$ cat config.mk
export PLATFORM = sky130hd
export DESIGN_NAME = quadrature_roller_frame_reporter
export DESIGN_NICKNAME = d
export VERILOG_FILES = /design/src/sv/qrfr_pkg.sv /design/src/sv/qrfr_front.sv /design/src/sv/qrfr_fifo.sv /design/src/sv/qrfr_back.sv /design/src/sv/quadrature_roller_frame_reporter.sv
export SDC_FILE = /design/constraint.sdc
export NUM_CORES = 1
export LEC_CHECK = 0
export BUFFER_PORTS_ARGS = -buffer_cell sky130_fd_sc_hd__buf_2
export CORE_ASPECT_RATIO = 0.5
export CORE_MARGIN = 5
export CORE_UTILIZATION = 35
export DETAILED_ROUTE_END_ITERATION = 8
export GPL_ROUTABILITY_DRIVEN = 1
export GPL_TIMING_DRIVEN = 0
export PLACE_DENSITY = 0.59
export SYNTH_ARGS = -nofsm -noshare
export SYNTH_HDL_FRONTEND = slang
export SYNTH_SLANG_ARGS = --single-unit
$ cat constraint.sdc
create_clock -name clk_i -period 2 [get_ports clk_i]
set_clock_uncertainty 0.05 [all_clocks]
set_input_delay 0.1 -clock clk_i [delete_from_list [all_inputs] [get_ports clk_i]]
set_output_delay 0.1 -clock clk_i [all_outputs]
set_load 0.01 [all_outputs]
$ cat src/sv/qrfr_pkg.sv
`timescale 1ns / 1ps
`default_nettype none

package qrfr_pkg;

  // Number of symbols in one frame report, and the place of the split marker.
  localparam int unsigned ReportLen = 19;
  localparam int unsigned IdxW = 5;
  localparam logic [IdxW-1:0] LastIdx = IdxW'(ReportLen - 1);
  // The first ten symbols carry the button groups, with inverted polarity.
  localparam logic [IdxW-1:0] ButtonSyms = IdxW'(10);

  typedef enum logic [1:0] {
    SYM_ZERO  = 2'd0,
    SYM_ONE   = 2'd1,
    SYM_SPLIT = 2'd2
  } sym_e;

  // Snapshot taken on a frame tick; bit 0 is the first symbol to be sent.
  typedef struct packed {
    logic [7:0] roll_count;
    logic [4:0] group_second;
    logic [4:0] group_first;
  } report_t;

  function automatic sym_e report_symbol(report_t rep, logic [IdxW-1:0] idx);
    logic [$bits(report_t)-1:0] bits;
    logic                       bit_val;
    sym_e                       sym;
    bits    = rep;
    bit_val = (idx < LastIdx) ? bits[idx] : 1'b0;
    if (idx == LastIdx) begin
      sym = SYM_SPLIT;
    end else if (idx < ButtonSyms) begin
      sym = bit_val ? SYM_ZERO : SYM_ONE;
    end else begin
      sym = bit_val ? SYM_ONE : SYM_ZERO;
    end
    return sym;
  endfunction

endpackage

`default_nettype wire

$ cat src/sv/qrfr_front.sv
`timescale 1ns / 1ps
`default_nettype none

module qrfr_front import qrfr_pkg::*; (
  input  wire logic       clk_i,
  input  wire logic       rst_ni,
  input  wire logic       accept_i,
  input  wire logic       phase_a_i,
  input  wire logic       phase_b_i,
  input  wire logic       strobe_first_i,
  input  wire logic       strobe_second_i,
  input  wire logic [4:0] button_lines_i,
  input  wire logic       frame_tick_i,
  output logic            rep_valid_o,
  output report_t         rep_o
);

  logic       prev_a_q, prev_b_q, primed_q;
  logic       prev_s1_q, prev_s2_q;
  logic [7:0] count_q, count_d, count_step;
  logic [4:0] grp1_q, grp1_d, grp2_q, grp2_d;
  logic       change_a, change_b;

  assign change_a = phase_a_i ^ prev_a_q;
  assign change_b = phase_b_i ^ prev_b_q;

  // A change on both phases at once is ignored; only the levels are reloaded.
  always_comb begin
    count_step = count_q;
    if (primed_q) begin
      if (change_a && !change_b) begin
        count_step = (phase_a_i != phase_b_i) ? count_q + 8'd1 : count_q - 8'd1;
      end else if (change_b && !change_a) begin
        count_step = (phase_b_i == phase_a_i) ? count_q + 8'd1 : count_q - 8'd1;
      end
    end
  end

  assign grp1_d  = (strobe_first_i && !prev_s1_q) ? button_lines_i : grp1_q;
  assign grp2_d  = (strobe_second_i && !prev_s2_q) ? button_lines_i : grp2_q;
  assign count_d = frame_tick_i ? 8'd0 : count_step;

  assign rep_valid_o       = accept_i && frame_tick_i;
  assign rep_o.roll_count   = count_step;
  assign rep_o.group_second = grp2_d;
  assign rep_o.group_first  = grp1_d;

  always_ff @(posedge clk_i or negedge rst_ni) begin
    if (!rst_ni) begin
      prev_a_q  <= 1'b0;
      prev_b_q  <= 1'b0;
      primed_q  <= 1'b0;
      prev_s1_q <= 1'b0;
      prev_s2_q <= 1'b0;
      count_q   <= 8'd0;
      grp1_q    <= 5'd0;
      grp2_q    <= 5'd0;
    end else if (accept_i) begin
      prev_a_q  <= phase_a_i;
      prev_b_q  <= phase_b_i;
      primed_q  <= 1'b1;
      prev_s1_q <= strobe_first_i;
      prev_s2_q <= strobe_second_i;
      count_q   <= count_d;
      grp1_q    <= grp1_d;
      grp2_q    <= grp2_d;
    end
  end

endmodule

`default_nettype wire

$ cat src/sv/qrfr_fifo.sv
`timescale 1ns / 1ps
`default_nettype none

module qrfr_fifo import qrfr_pkg::*; #(
  parameter int unsigned Depth = 4
) (
  input  wire logic    clk_i,
  input  wire logic    rst_ni,
  input  wire logic    wr_i,
  input  report_t      wr_data_i,
  input  wire logic    rd_i,
  output logic         full_o,
  output logic         valid_o,
  output report_t      rd_data_o
);

  localparam int unsigned AW = (Depth > 1) ? $clog2(Depth) : 1;
  localparam int unsigned CW = $clog2(Depth + 1);
  localparam logic [AW-1:0] LastPtr = AW'(Depth - 1);
  localparam logic [CW-1:0] FullCnt = CW'(Depth);

  report_t        slot_q [Depth];
  logic [AW-1:0]  wr_ptr_q, rd_ptr_q;
  logic [CW-1:0]  cnt_q;
  logic           do_wr, do_rd;

  assign full_o    = (cnt_q == FullCnt);
  assign valid_o   = (cnt_q != '0);
  assign rd_data_o = slot_q[rd_ptr_q];
  assign do_wr     = wr_i && !full_o;
  assign do_rd     = rd_i && valid_o;

  always_ff @(posedge clk_i) begin
    if (do_wr) begin
      slot_q[wr_ptr_q] <= wr_data_i;
    end
  end

  always_ff @(posedge clk_i or negedge rst_ni) begin
    if (!rst_ni) begin
      wr_ptr_q <= '0;
      rd_ptr_q <= '0;
      cnt_q    <= '0;
    end else begin
      if (do_wr) begin
        wr_ptr_q <= (wr_ptr_q == LastPtr) ? '0 : wr_ptr_q + AW'(1);
      end
      if (do_rd) begin
        rd_ptr_q <= (rd_ptr_q == LastPtr) ? '0 : rd_ptr_q + AW'(1);
      end
      if (do_wr && !do_rd) begin
        cnt_q <= cnt_q + CW'(1);
      end else if (do_rd && !do_wr) begin
        cnt_q <= cnt_q - CW'(1);
      end
    end
  end

endmodule

`default_nettype wire

$ cat src/sv/qrfr_back.sv
`timescale 1ns / 1ps
`default_nettype none

module qrfr_back import qrfr_pkg::*; (
  input  wire logic       clk_i,
  input  wire logic       rst_ni,
  input  wire logic       head_valid_i,
  input  report_t         head_i,
  output logic            head_take_o,
  input  wire logic       pop_i,
  output logic            empty_o,
  output logic [1:0]      symbol_o,
  output logic            last_o
);

  logic            busy_q;
  logic [IdxW-1:0] idx_q;
  report_t         rep_q;
  logic            beat_out, at_last;

  assign at_last  = (idx_q == LastIdx);
  assign beat_out = busy_q && pop_i;
  // The next report is loaded in the cycle the split marker leaves.
  assign head_take_o = head_valid_i && (!busy_q || (beat_out && at_last));

  assign empty_o  = !busy_q;
  assign symbol_o = report_symbol(rep_q, idx_q);
  assign last_o   = at_last;

  always_ff @(posedge clk_i) begin
    if (head_take_o) begin
      rep_q <= head_i;
    end
  end

  always_ff @(posedge clk_i or negedge rst_ni) begin
    if (!rst_ni) begin
      busy_q <= 1'b0;
      idx_q  <= '0;
    end else if (head_take_o) begin
      busy_q <= 1'b1;
      idx_q  <= '0;
    end else if (beat_out) begin
      if (at_last) begin
        busy_q <= 1'b0;
        idx_q  <= '0;
      end else begin
        idx_q <= idx_q + IdxW'(1);
      end
    end
  end

endmodule

`default_nettype wire

$ cat src/sv/quadrature_roller_frame_reporter.sv
// Roller frame reporter: x4 quadrature decoding of a roller with button capture.
// Input channel (push / full): one beat is one sample of both phase lines,
// both strobe lines, the five button lines and the frame tick. A beat can be
// taken in every cycle while full is low; full rises only when the report
// queue holds QueueDepth unsent reports.
// Result channel (empty / pop): a frame tick yields 19 beats, ten button
// symbols, eight count symbols (least significant first) and a split marker
// with last_o set. A ticked sample's report is written into the queue and
// then loaded into the output register once that is idle or its split marker
// leaves; one symbol leaves per cycle while pop is high, and back-to-back
// reports follow without a gap.
// Phase and strobe edges are decoded in the cycle a sample is taken, whatever
// the output is doing. When the receiver stalls, finished reports wait in the
// queue; samples keep flowing until it is full.
// Reset clears the count, the captured groups and the queue. The first sample
// after reset does not step the count; it only loads the phase levels.
`timescale 1ns / 1ps
`default_nettype none

module quadrature_roller_frame_reporter import qrfr_pkg::*; #(
  parameter int unsigned QueueDepth = 4
) (
  input  wire logic       clk_i,
  input  wire logic       rst_ni,
  input  wire logic       push,
  output logic            full,
  input  wire logic       phase_a_i,
  input  wire logic       phase_b_i,
  input  wire logic       strobe_first_i,
  input  wire logic       strobe_second_i,
  input  wire logic [4:0] button_lines_i,
  input  wire logic       frame_tick_i,
  output logic            empty,
  input  wire logic       pop,
  output logic [1:0]      symbol_o,
  output logic            last_o
);

  logic    accept, rep_valid, head_valid, head_take;
  report_t rep, head;

  assign accept = push && !full;

  qrfr_front u_front (
    .clk_i           (clk_i),
    .rst_ni          (rst_ni),
    .accept_i        (accept),
    .phase_a_i       (phase_a_i),
    .phase_b_i       (phase_b_i),
    .strobe_first_i  (strobe_first_i),
    .strobe_second_i (strobe_second_i),
    .button_lines_i  (button_lines_i),
    .frame_tick_i    (frame_tick_i),
    .rep_valid_o     (rep_valid),
    .rep_o           (rep)
  );

  qrfr_fifo #(
    .Depth (QueueDepth)
  ) u_fifo (
    .clk_i     (clk_i),
    .rst_ni    (rst_ni),
    .wr_i      (rep_valid),
    .wr_data_i (rep),
    .rd_i      (head_take),
    .full_o    (full),
    .valid_o   (head_valid),
    .rd_data_o (head)
  );

  qrfr_back u_back (
    .clk_i        (clk_i),
    .rst_ni       (rst_ni),
    .head_valid_i (head_valid),
    .head_i       (head),
    .head_take_o  (head_take),
    .pop_i        (pop),
    .empty_o      (empty),
    .symbol_o     (symbol_o),
    .last_o       (last_o)
  );

endmodule

`default_nettype wire

* Yosys cells after proc, flatten, opt, wreduce, memory -nomap -nowiden
Memories as Yosys holds them, arrays and structs flattened. A register that Yosys moved wholly into a read port is not among the register bits.
Index checks and enable logic that the tools add are counted.
** Cells by class
- $add $sub $neg :: 7
- Magnitude comparators :: 3
- Equal/unequal tests :: 6
- Multiplexer cells :: 27
- Bitwise logic cells :: 2
- Reduce and logical (&&, ||, !) cells :: 27
** Operators with widths (number)
- $mux 8 :: 6
- $mux 5 :: 5
- $logic_and 1x1->1 :: 13
- $mux 1 :: 9
- $add 8x1->8 const B :: 1
- $logic_not 1->1 :: 8
- $mux 2 :: 4
- $sub 8x1->8 const B :: 1
- $lt 5x6->1 const B :: 1
- $mux 3 :: 2
- $reduce_bool 2->1 :: 3
- $add 5x1->5 const B :: 1
- $bmux 1 s5 :: 1
- $eq 5x5->1 const B :: 1
- $lt 5x4->1 const B :: 1
- $lt 5x5->1 const B :: 1
- $add 2x1->2 const B :: 2
- $eq 2x2->1 const B :: 2
- $add 3x1->3 const B :: 1
- $eq 3x3->1 const B :: 1
- $reduce_bool 3->1 :: 1
- $sub 3x1->3 const B :: 1
- $reduce_and 2->1 :: 1
- $xor 1x1->1 :: 2
- 3 further kinds :: 3
** Word-level totals
- Bits in registers :: 36
- Bits in writable memories :: 72
- Output and inout port bits :: 5
- Memories :: 1
** Memory list
- u_fifo.slot_q :: words 4, bits a word 18, rd ports 1, clocked after memory_dff 1, write ports 1, RTL line qrfr_fifo.sv:22 : report_t slot_q [Depth];

* Longest topological paths before layout
Gate-level depths: netlist of the first run.
- Depth in word-level cells :: 9
- Gate-level depth with buffers :: 10
- Depth with buffers taken out :: 10

* By module
A second synthesis of the first run with hierarchy kept.
** Unflattened totals
- Cell total of the unflattened synthesis :: 366
- Area total of the unflattened synthesis :: 5735.5 um^2
** By module, submodules not included
- qrfr_fifo :: times used 1, cells an instance 131, area an instance 3071.7 um^2, seq. area each 2337.2 um^2
- qrfr_front :: times used 1, cells an instance 157, area an instance 1565.3 um^2, seq. area each 575.6 um^2
- qrfr_back :: times used 1, cells an instance 77, area an instance 1084.8 um^2, seq. area each 690.7 um^2
- quadrature_roller_frame_reporter :: times used 1, cells an instance 1, area an instance 13.8 um^2, seq. area each 0.0 um^2

* Least setup slack after synthesis of the first run
Ideal clock, no wire load.
- Path type :: flip-flop to flip-flop
- Start :: register u_fifo.cnt_q[0]
- End :: register u_fifo.cnt_q[1]
- Library setup time :: 125 ps
- Arrival :: 2063 ps
- Required time :: 1825 ps
- Setup slack :: -237 ps
- Stages on the path, launching flop included :: 9
- Period minus slack after synthesis :: 2237 ps
- Cells stage by stage :: dfrtp_1 nor3b_1 nor2b_1 nand2_1 inv_1 ha_1 inv_1 fa_1 mux2_2
** Between the ends
- Word-level cells in the longest chain between the ends :: 8
** Ends and longest elaborated chain
- from (decl) :: RTL line qrfr_fifo.sv:24 : logic [CW-1:0] cnt_q;
- from (signal assigned) :: RTL line qrfr_fifo.sv:52 : cnt_q <= cnt_q + CW'(1);
- from (signal assigned) :: RTL line qrfr_fifo.sv:54 : cnt_q <= cnt_q - CW'(1);
- $eq 3x3->1 * :: RTL line qrfr_fifo.sv:27 : assign full_o = (cnt_q == FullCnt);
- via full :: RTL line quadrature_roller_frame_reporter.sv:26 : output logic full,
- $logic_not 1->1 * :: RTL line qrfr_fifo.sv:30, quadrature_roller_frame_reporter.sv:42
- $logic_and 1x1->1 :: RTL line quadrature_roller_frame_reporter.sv:42 : assign accept = push && !full;
- $logic_and 1x1->1 :: RTL line qrfr_front.sv:43 : assign rep_valid_o = accept_i && frame_tick_i;
- $logic_and 1x1->1 * :: RTL line qrfr_fifo.sv:30 : assign do_wr = wr_i && !full_o;
- via u_fifo.do_wr :: RTL line qrfr_fifo.sv:25 : logic do_wr, do_rd;
- $logic_not 1->1 :: RTL line qrfr_fifo.sv:53 : end else if (do_rd && !do_wr) begin
- $logic_and 1x1->1 :: RTL line qrfr_fifo.sv:53
- $reduce_bool 2->1 (no source line)
The timed path passes the listed nets; every way through them passes the cells marked *. The select of a mux whose other input is x is not followed.
A chain may end at the register's enable or synchronous reset.

* Worst setup path in the final report of the first run
- Start :: register u_back.idx_q[0]
- End :: output port symbol_o[0]
** Between the ends
- Word-level cells in the longest chain between the ends :: 6
** Ends and longest elaborated chain
- from (decl) :: RTL line qrfr_back.sv:17 : logic [IdxW-1:0] idx_q;
- from (signal assigned) :: RTL line qrfr_back.sv:48 : idx_q <= idx_q + IdxW'(1);
- $bmux 1 s5 :: RTL line qrfr_pkg.sv:31 : bit_val = (idx < LastIdx) ? bits[idx] : 1'b0;
- $mux 1 (not written as such) :: RTL line qrfr_pkg.sv:31
- $mux 1 :: RTL line qrfr_pkg.sv:31
- $mux 1 (on tied branches) :: RTL line qrfr_pkg.sv:37, qrfr_pkg.sv:35
- $mux 2 :: RTL line qrfr_pkg.sv:34 : end else if (idx < ButtonSyms) begin
- $mux 2 * :: RTL line qrfr_pkg.sv:32 : if (idx == LastIdx) begin
- to (decl) :: RTL line quadrature_roller_frame_reporter.sv:35 : output logic [1:0] symbol_o,
Every way passes the cells marked *; elsewhere a longest branch is shown, timed or not. The select of a mux whose other input is x is not followed.

==> results of run 1 <==
## area by class of cell
| class | instances | share of cell area (%) |
|---|---|---|
| flip-flops and latches | 126 | 51.9 |
| multi-input cells | 231 | 29.5 |
| clock buffers | 18 | 6.17 |
| repair buffers | 37 | 3.96 |
| well taps | 204 | 3.67 |
| clock inverters | 14 | 2.43 |
| plain buffers | 17 | 1.46 |
| inverters | 15 | 0.864 |
## how the worst max path moves through the flow
stage / start / end / slack [ns] / cells past startpoint
floorplan: u_fifo.cnt_q[0]$_DFFE_PN0P_ / u_fifo.cnt_q[2]$_DFFE_PN0P_ / -0.04 / 8
global route: u_back.idx_q[0]$_DFFE_PN0P_ / symbol_o[0] / -0.44 / 5
finish: u_back.idx_q[0]$_DFFE_PN0P_ / symbol_o[0] / -0.32 / 5
detailed placement: u_fifo.cnt_q[2]$_DFFE_PN0P_ / u_fifo.slot_q[3][0]$_DFFE_PP_ / -0.76 / 4
global placement: u_fifo.cnt_q[2]$_DFFE_PN0P_ / u_fifo.slot_q[3][1]$_DFFE_PP_ / -0.76 / 4
CTS: u_back.idx_q[0]$_DFFE_PN0P_ / symbol_o[0] / -0.37 / 5
## sequential cells by signal, indices dropped and copies added, names as in the netlist, 2 cells and up
| register | flops |
|---|---|
| u_back.idx_q | 5 |
| u_back.rep_q | 18 |
| u_fifo.cnt_q | 3 |
| u_fifo.rd_ptr_q | 2 |
| u_fifo.slot_q | 72 |
| u_fifo.wr_ptr_q | 2 |
| u_front.count_q | 8 |
| u_front.grp1_q | 5 |
| u_front.grp2_q | 5 |
## per-stage QoR
| stage | std cells | total power [mW] | TNS [ns] | hold slack [ns] |
|---|---|---|---|---|
| 2_1_floorplan | 391 | 6.12 | -0.0732 | -0.246 |
| 3_3_place_gp | 612 | 6.82 | -60.57 | 0.218 |
| 3_5_place_dp | 612 | 6.93 | -59.58 | 0.220 |
| 4_1_cts | 658 | 10.3 | -1.02 | 0.0329 |
| 5_1_grt | 662 | 11.0 | -2.28 | 0.0595 |
| 6_report | 662 | 10.4 | -1.26 | 0.0597 |
## cells by family after synthesis
| logic type | share of synthesized area, % |
|---|---|
| buffers and inverters | 2.77 |
| multiplexers | 12.4 |
| flip-flops | 64.4 |
| AO/OA/AOI/OAI | 5.30 |
| XOR/XNOR | 2.19 |
| AND/OR/NAND/NOR | 10.5 |
| adder cells (fa/ha/maj) | 2.37 |
## cells in the final DEF, fill, tap and decap left out, types with 6 or more instances in the layout
master	synthesis	final
nor2_1	22	20
inv_1	15	11
dlygate4sd3_1	0	6
o21ai_0	12	10
clkbuf_16	0	17
mux4_2	22	22
dfrtp_1	36	31
nor3_1	10	6
ha_1	9	6
nand2_1	54	53
buf_4	3	15
buf_2	7	24
xor2_1	7	7
edfxtp_1	90	90
mux2_2	13	13
## power groups by stage
| stage | clock, mW | combinational, mW | sequential (mW) |
|---|---|---|---|
| 2_1_floorplan | 0 | 2.17 | 3.96 |
| 3_5_place_dp | 0 | 2.87 | 4.06 |
| 4_1_cts | 3.14 | 3.13 | 4.02 |
| 6_report | 3.07 | 3.29 | 4.04 |
| 3_3_place_gp | 0 | 2.78 | 4.04 |
| 5_1_grt | 3.26 | 3.69 | 4.10 |
## repair_timing
item,in CTS,in global routing
resized for setup,30,23
pin swaps,5,4
endpoints found under the hold margin,43,0
endpoints found under the setup margin,133,150
setup buffers,8,6
hold buffers,6,0
## metal layers
layer,up-vias,global-route usage (%),wire [um]
met3,9,3.65,640
li1,1573,-,-
met4,0,4.09,87
met1,1583,17.4,5150
met5,-,0,0
met2,68,19.4,4930
## synthesized netlist by cell type, types with 9 or more instances
cell	n	area share [%]
inv_1	15	1.0
dfrtp_1	36	16
nand2_1	54	3.6
ha_1	9	2.0
o21ai_0	12	1.1
nor3_1	10	0.90
edfxtp_1	90	48
mux4_2	22	8.9
mux2_2	13	2.6
nor2_1	22	1.5
==> qor.csv, run 1 <==
metric;value;unit
cell_family_with_most_cp_delay;multiplexers;
holdCritStartpoint;button_lines_i[2];
ff2ff_path_depth;8;
number_of_instances_in_the_synthesized_netlist;391;
tritoncts;built;
starting_utilization_of_the_core_area;36.0;%
final_max_slew_viol_count;0;
total_half_perimeter_wirelength_after_legalization_and_detailed_placement;7.16;mm
buffer_ports.inserted;17;
area_growth_syn_to_layout;24.3;%
multi_input_comb_area;2050;um^2
rows;32;
die_height;99.4;um
clock.fmax;0.431;GHz
horiz_die_dim;189;um
cell_count_of_the_worst_hold_path;2;
min_period;2.32;ns
route.antenna.remaining_nets;0;
grt_usage;12.6;%
worst-path-buf-inv;2;
timing.critical_path.to_type;primary output;
arrival;2.17;ns
grt_antenna_before_repair;0;
clockPowerShare;29.5;%
r2r_start;u_back.idx_q[3]$_DFFE_PN0P_;
p_int;7.15;mW
grt_pass1_vias;3414;
critical-path-max-stage-delay;0.50;ns
io_pins;19;
n_fill_cell;1375;
synthesis.nets;415;
synth_top_flop_cell;edfxtp_1;
synth_edf_count;90;
worst_ir_drop_vdd;0.000692;V
detail_route.wl_per_cell;16.3;um
worst_ep_required_time;1.85;ns
first_pass_iters;4;
design.die.area;18800;um^2
power_leakage;2.62;nW
worst_setup_path_start_kind;flop;
rsz0062_at_grt;true;
routed_wirelength;10.8;mm
placed_area;5980;um^2
grt_max_degree;37;
worst_path_most_repeated_cell;mux4_2;
drt-vias-per-instance;4.88;
combPwrFrac;31.6;%
final_layout_size_suffix_gt1_share;34.9;%
drc;0;
finalCritPeriodShare;116;%
drv_cap;0;
setup_violations;8;
p_seq_share;38.8;%
switchingPower;3.25;mW
hold_path_end;u_fifo.slot_q[0][7]$_DFFE_PP_;
final_core_util;44.7;%
cts.clk_slew.worst_paths;0.06;ns
relSlewSlack;41.6;%
cts.root.buffer_cell;clkbuf_16;
finalHoldViolCount;0;
synth.ff_latch_count;126;
via_count_of_the_routed_design;3233;
total_clock_buffers_created_by_cts;17;
antenna_cells_inserted;0;
critPathMaxFanout;3;
final_cell_area;6950;um^2
power.density;1500;nW/um^2
async_s_r_ff_share_synth;28.6;%
critPathSlowestCell;mux4_2;
preCtsSetupSlack;-0.763;ns
cts.htree.levels;4;
worst_slew_pin_slew;0.876;ns
timing.critical_path.cells;buf_6 -> mux4_2 -> mux4_2 -> o21ai_2 -> buf_2;
area.sequential;3610;um^2
worstHoldPathType;in -> reg;
cts_sinks;126;
r2r_slack;-0.19;ns
yosys_warnings;0;
timing_worst_setup_path_type;reg -> out;
global_route.overflow_total;0;
worstSkewPairLatency;0.41;ns
gp_congestion;0.802;
core-area;15500;um^2
synth.yosys.seq_area_share;64.4;%
fin_nets;469;
grt_first_pass_wirelength;18.2;mm
failed_checks;setup timing;
max-clock-path-buffers;2;
worst_r2r_endpoint;u_fifo.cnt_q[1]$_DFFE_PN0P_;
yosys.cell_types.count;49;
avgSynthCellArea;14.3;um^2
switch_share;31.3;%
finalWorstSetupSlack;-0.318;ns
status;finished, violations left;
mappedNetlistArea;5590;um^2
drt_iter0_markers;312;
Power figures use the tool's default switching activity.
==> run 2: changes to the inputs <==
Settings changed: CAP_MARGIN from default to 5, CELL_PAD_IN_SITES_DETAIL_PLACEMENT from default to 2, CELL_PAD_IN_SITES_GLOBAL_PLACEMENT from default to 2, CTS_CLUSTER_DIAMETER from default to 30, PLACE_DENSITY 0.59 to 0.74.
==> run 2 against run 1 <==
Compared with the run above: clock power rose by 19%; critical endpoint unchanged; hold slack improved by 0.013 ns; critical path depth did not move; largest cell class unchanged; the flow still finishes with violations (setup timing).
==> qor.csv, run 2 (synthesis gave the netlist of run 1 again) <==
metric;value;unit;change
routed_wirelength;19.0;mm;+75%
worst_r2r_endpoint;u_fifo.cnt_q[1]$_DFFE_PN0P_;;
drc;0;;unchanged
global_route.overflow_total;0;;unchanged
rsz0062_at_grt;true;;
finalCritPeriodShare;122;%;+5.8 points
relSlewSlack;35.0;%;-6.6 points
tritoncts;built;;
detail_route.wl_per_cell;27.8;um;+70%
layout_top_registers;u_fifo.slot_q x72, u_back.rep_q x18, u_front.count_q x8;;
grt_usage;20.6;%;+8.0 points
cts.htree.levels;4;;unchanged
timing.critical_path.to_type;primary output;;
status;finished, violations left;;
cell_count_of_the_worst_hold_path;2;;unchanged
final_core_util;47.3;%;+2.6 points
failed_checks;setup timing;;
route.antenna.remaining_nets;0;;unchanged
worst_setup_path_start_kind;flop;;
buffer_ports.inserted;17;;unchanged
placed_area;5980;um^2;unchanged
setup_violations;16;;+8
fin_setup_tns;-2.48;ns;-1.22 ns
arrival;2.28;ns;+0.11 ns
r2r_start;u_back.idx_q[3]$_DFFE_PN0P_;;
timing_worst_setup_path_type;reg -> out;;
rows;32;;unchanged
total_clock_buffers_created_by_cts;17;;unchanged
fin_nets;489;;+4.3%
core-area;15500;um^2;unchanged
largest_register_ff_count;72;;unchanged
drv_cap;0;;unchanged
gp_congestion;0.789;;-1.6%
ff2ff_path_depth;8;;unchanged
io_pins;19;;unchanged
die_height;99.4;um;unchanged
clock.fmax;0.411;GHz;-4.8%
cts.root.buffer_cell;clkbuf_16;;
worst_ir_drop_vdd;0.000758;V;+9.5%
drt-vias-per-instance;5.50;;+13%
worst_ep_required_time;1.85;ns;about the same
max-clock-path-buffers;2;;unchanged
total_half_perimeter_wirelength_after_legalization_and_detailed_placement;10.4;mm;+45%
final_layout_size_suffix_gt1_share;42.3;%;+7.3 points
drt_iter0_markers;245;;-21%
finalWorstSetupSlack;-0.434;ns;-0.116 ns
area.sequential;3610;um^2;+0.10%
worstHoldPathType;in -> reg;;
area_growth_syn_to_layout;31.5;%;
grt_antenna_before_repair;0;;unchanged
final_max_slew_viol_count;0;;unchanged
holdCritStartpoint;button_lines_i[1];;
power_leakage;2.80;nW;+7.1%
leading_cell_types_in_the_layout_fill_and_taps_excluded;90 x edfxtp_1, 49 x nand2_1, 36 x buf_4;;
finalHoldViolCount;0;;unchanged
final_cell_area;7350;um^2;+5.8%
multi_input_comb_area;2220;um^2;+8.4%
cts_sinks;126;;unchanged
power.density;1650;nW/um^2;+11%
via_count_of_the_routed_design;3750;;+16%
grt_first_pass_wirelength;28.0;mm;+54%
n_fill_cell;1460;;+6.2%
r2r_slack;-0.28;ns;-0.09 ns
first_pass_iters;4;;unchanged
min_period;2.43;ns;+0.116 ns
largest_register;u_fifo.slot_q;;
grt_pass1_vias;4225;;+24%
critPathMaxFanout;4;;+1
antenna_cells_inserted;0;;unchanged
starting_utilization_of_the_core_area;36.0;%;unchanged
horiz_die_dim;189;um;unchanged
grt_max_degree;37;;unchanged
cts.clk_slew.worst_paths;0.06;ns;about the same
worstSkewPairLatency;0.44;ns;+0.03 ns
critical_path_origin;u_back.idx_q[0]$_DFFE_PN0P_;;
final_common_cell;edfxtp_1;;
design.die.area;18800;um^2;unchanged
hold_path_end;u_fifo.slot_q[1][6]$_DFFE_PP_;;
worst_slew_pin_slew;0.975;ns;+0.0995 ns
## run 2: cell count changes in the layout (fill, tap and decap cells not counted), sizes merged
cell      previous run  this run
buf                 43        62
bufinv               3         6
clkbuf              23        26
clkinv               6         4
clkinvlp             5         3
inv                 15        14
## run 2: power breakdown
part / total, mW / internal, mW / switching (mW)
registers: 4.17 / 3.68 / 0.489
clock network: 3.65 / 2.39 / 1.25
logic: 4.34 / 1.86 / 2.49
## run 2: per-layer routing
| layer | vias to the layer above | routed length (um) | GRT usage, % |
|---|---|---|---|
| li1 | 1607 | - | - |
| met1 | 1987 | 8280 | 26.6 |
| met2 | 129 | 9570 | 34.9 |
| met3 | 27 | 811 | 5.54 |
| met4 | 0 | 311 | 5.54 |
| met5 | - | 0 | 0 |
## run 2: worst max-delay path: stages (launching register included)
cell and delay, ns:
dfrtp_1 0.37, buf_6 0.13, mux4_2 0.53, mux4_2 0.50, o21ai_2 0.17, buf_2 0.16
## run 2: what timing repair did
item | in CTS | in global routing
endpoints found under the setup margin | 154 | 134
setup buffers | 23 | 12
hold endpoints to repair | 43 | 0
hold buffers | 6 | 0
gates resized for setup | 60 | 31
pin swaps | 12 | 14
## run 2: cell type report
class	count	share of cell area (%)
timing repair buffer	58	5.94
buffer	16	1.31
tap	204	3.47
multi-input combinational	231	30.2
clock inverter	12	2.91
clock buffer	20	6.21
inverter	15	0.817
sequential	126	49.1
## run 2: through the flow
step           setup slack [ns]  total power, mW  std cells  hold slack, ns
2_1_floorplan           -0.0369             6.12        391          -0.246
3_3_place_gp             -0.701             6.88        612           0.237
3_5_place_dp             -0.795             7.22        612           0.243
4_1_cts                  -0.453             11.7        672          0.0409
5_1_grt                  -0.526             12.7        682          0.0583
6_report                 -0.434             12.2        682          0.0724
## run 2: worst max-delay path by stage
| stage | to | slack (ns) | cells after the start |
|---|---|---|---|
| final | symbol_o[0] | -0.43 | 5 |
| after CTS | symbol_o[0] | -0.45 | 5 |
| after global routing | symbol_o[0] | -0.53 | 5 |
| after floorplan | u_fifo.cnt_q[2]$_DFFE_PN0P_ | -0.04 | 8 |
| after global placement | u_fifo.slot_q[1][3]$_DFFE_PP_ | -0.70 | 4 |
| after detailed placement | u_fifo.slot_q[1][0]$_DFFE_PP_ | -0.79 | 4 |
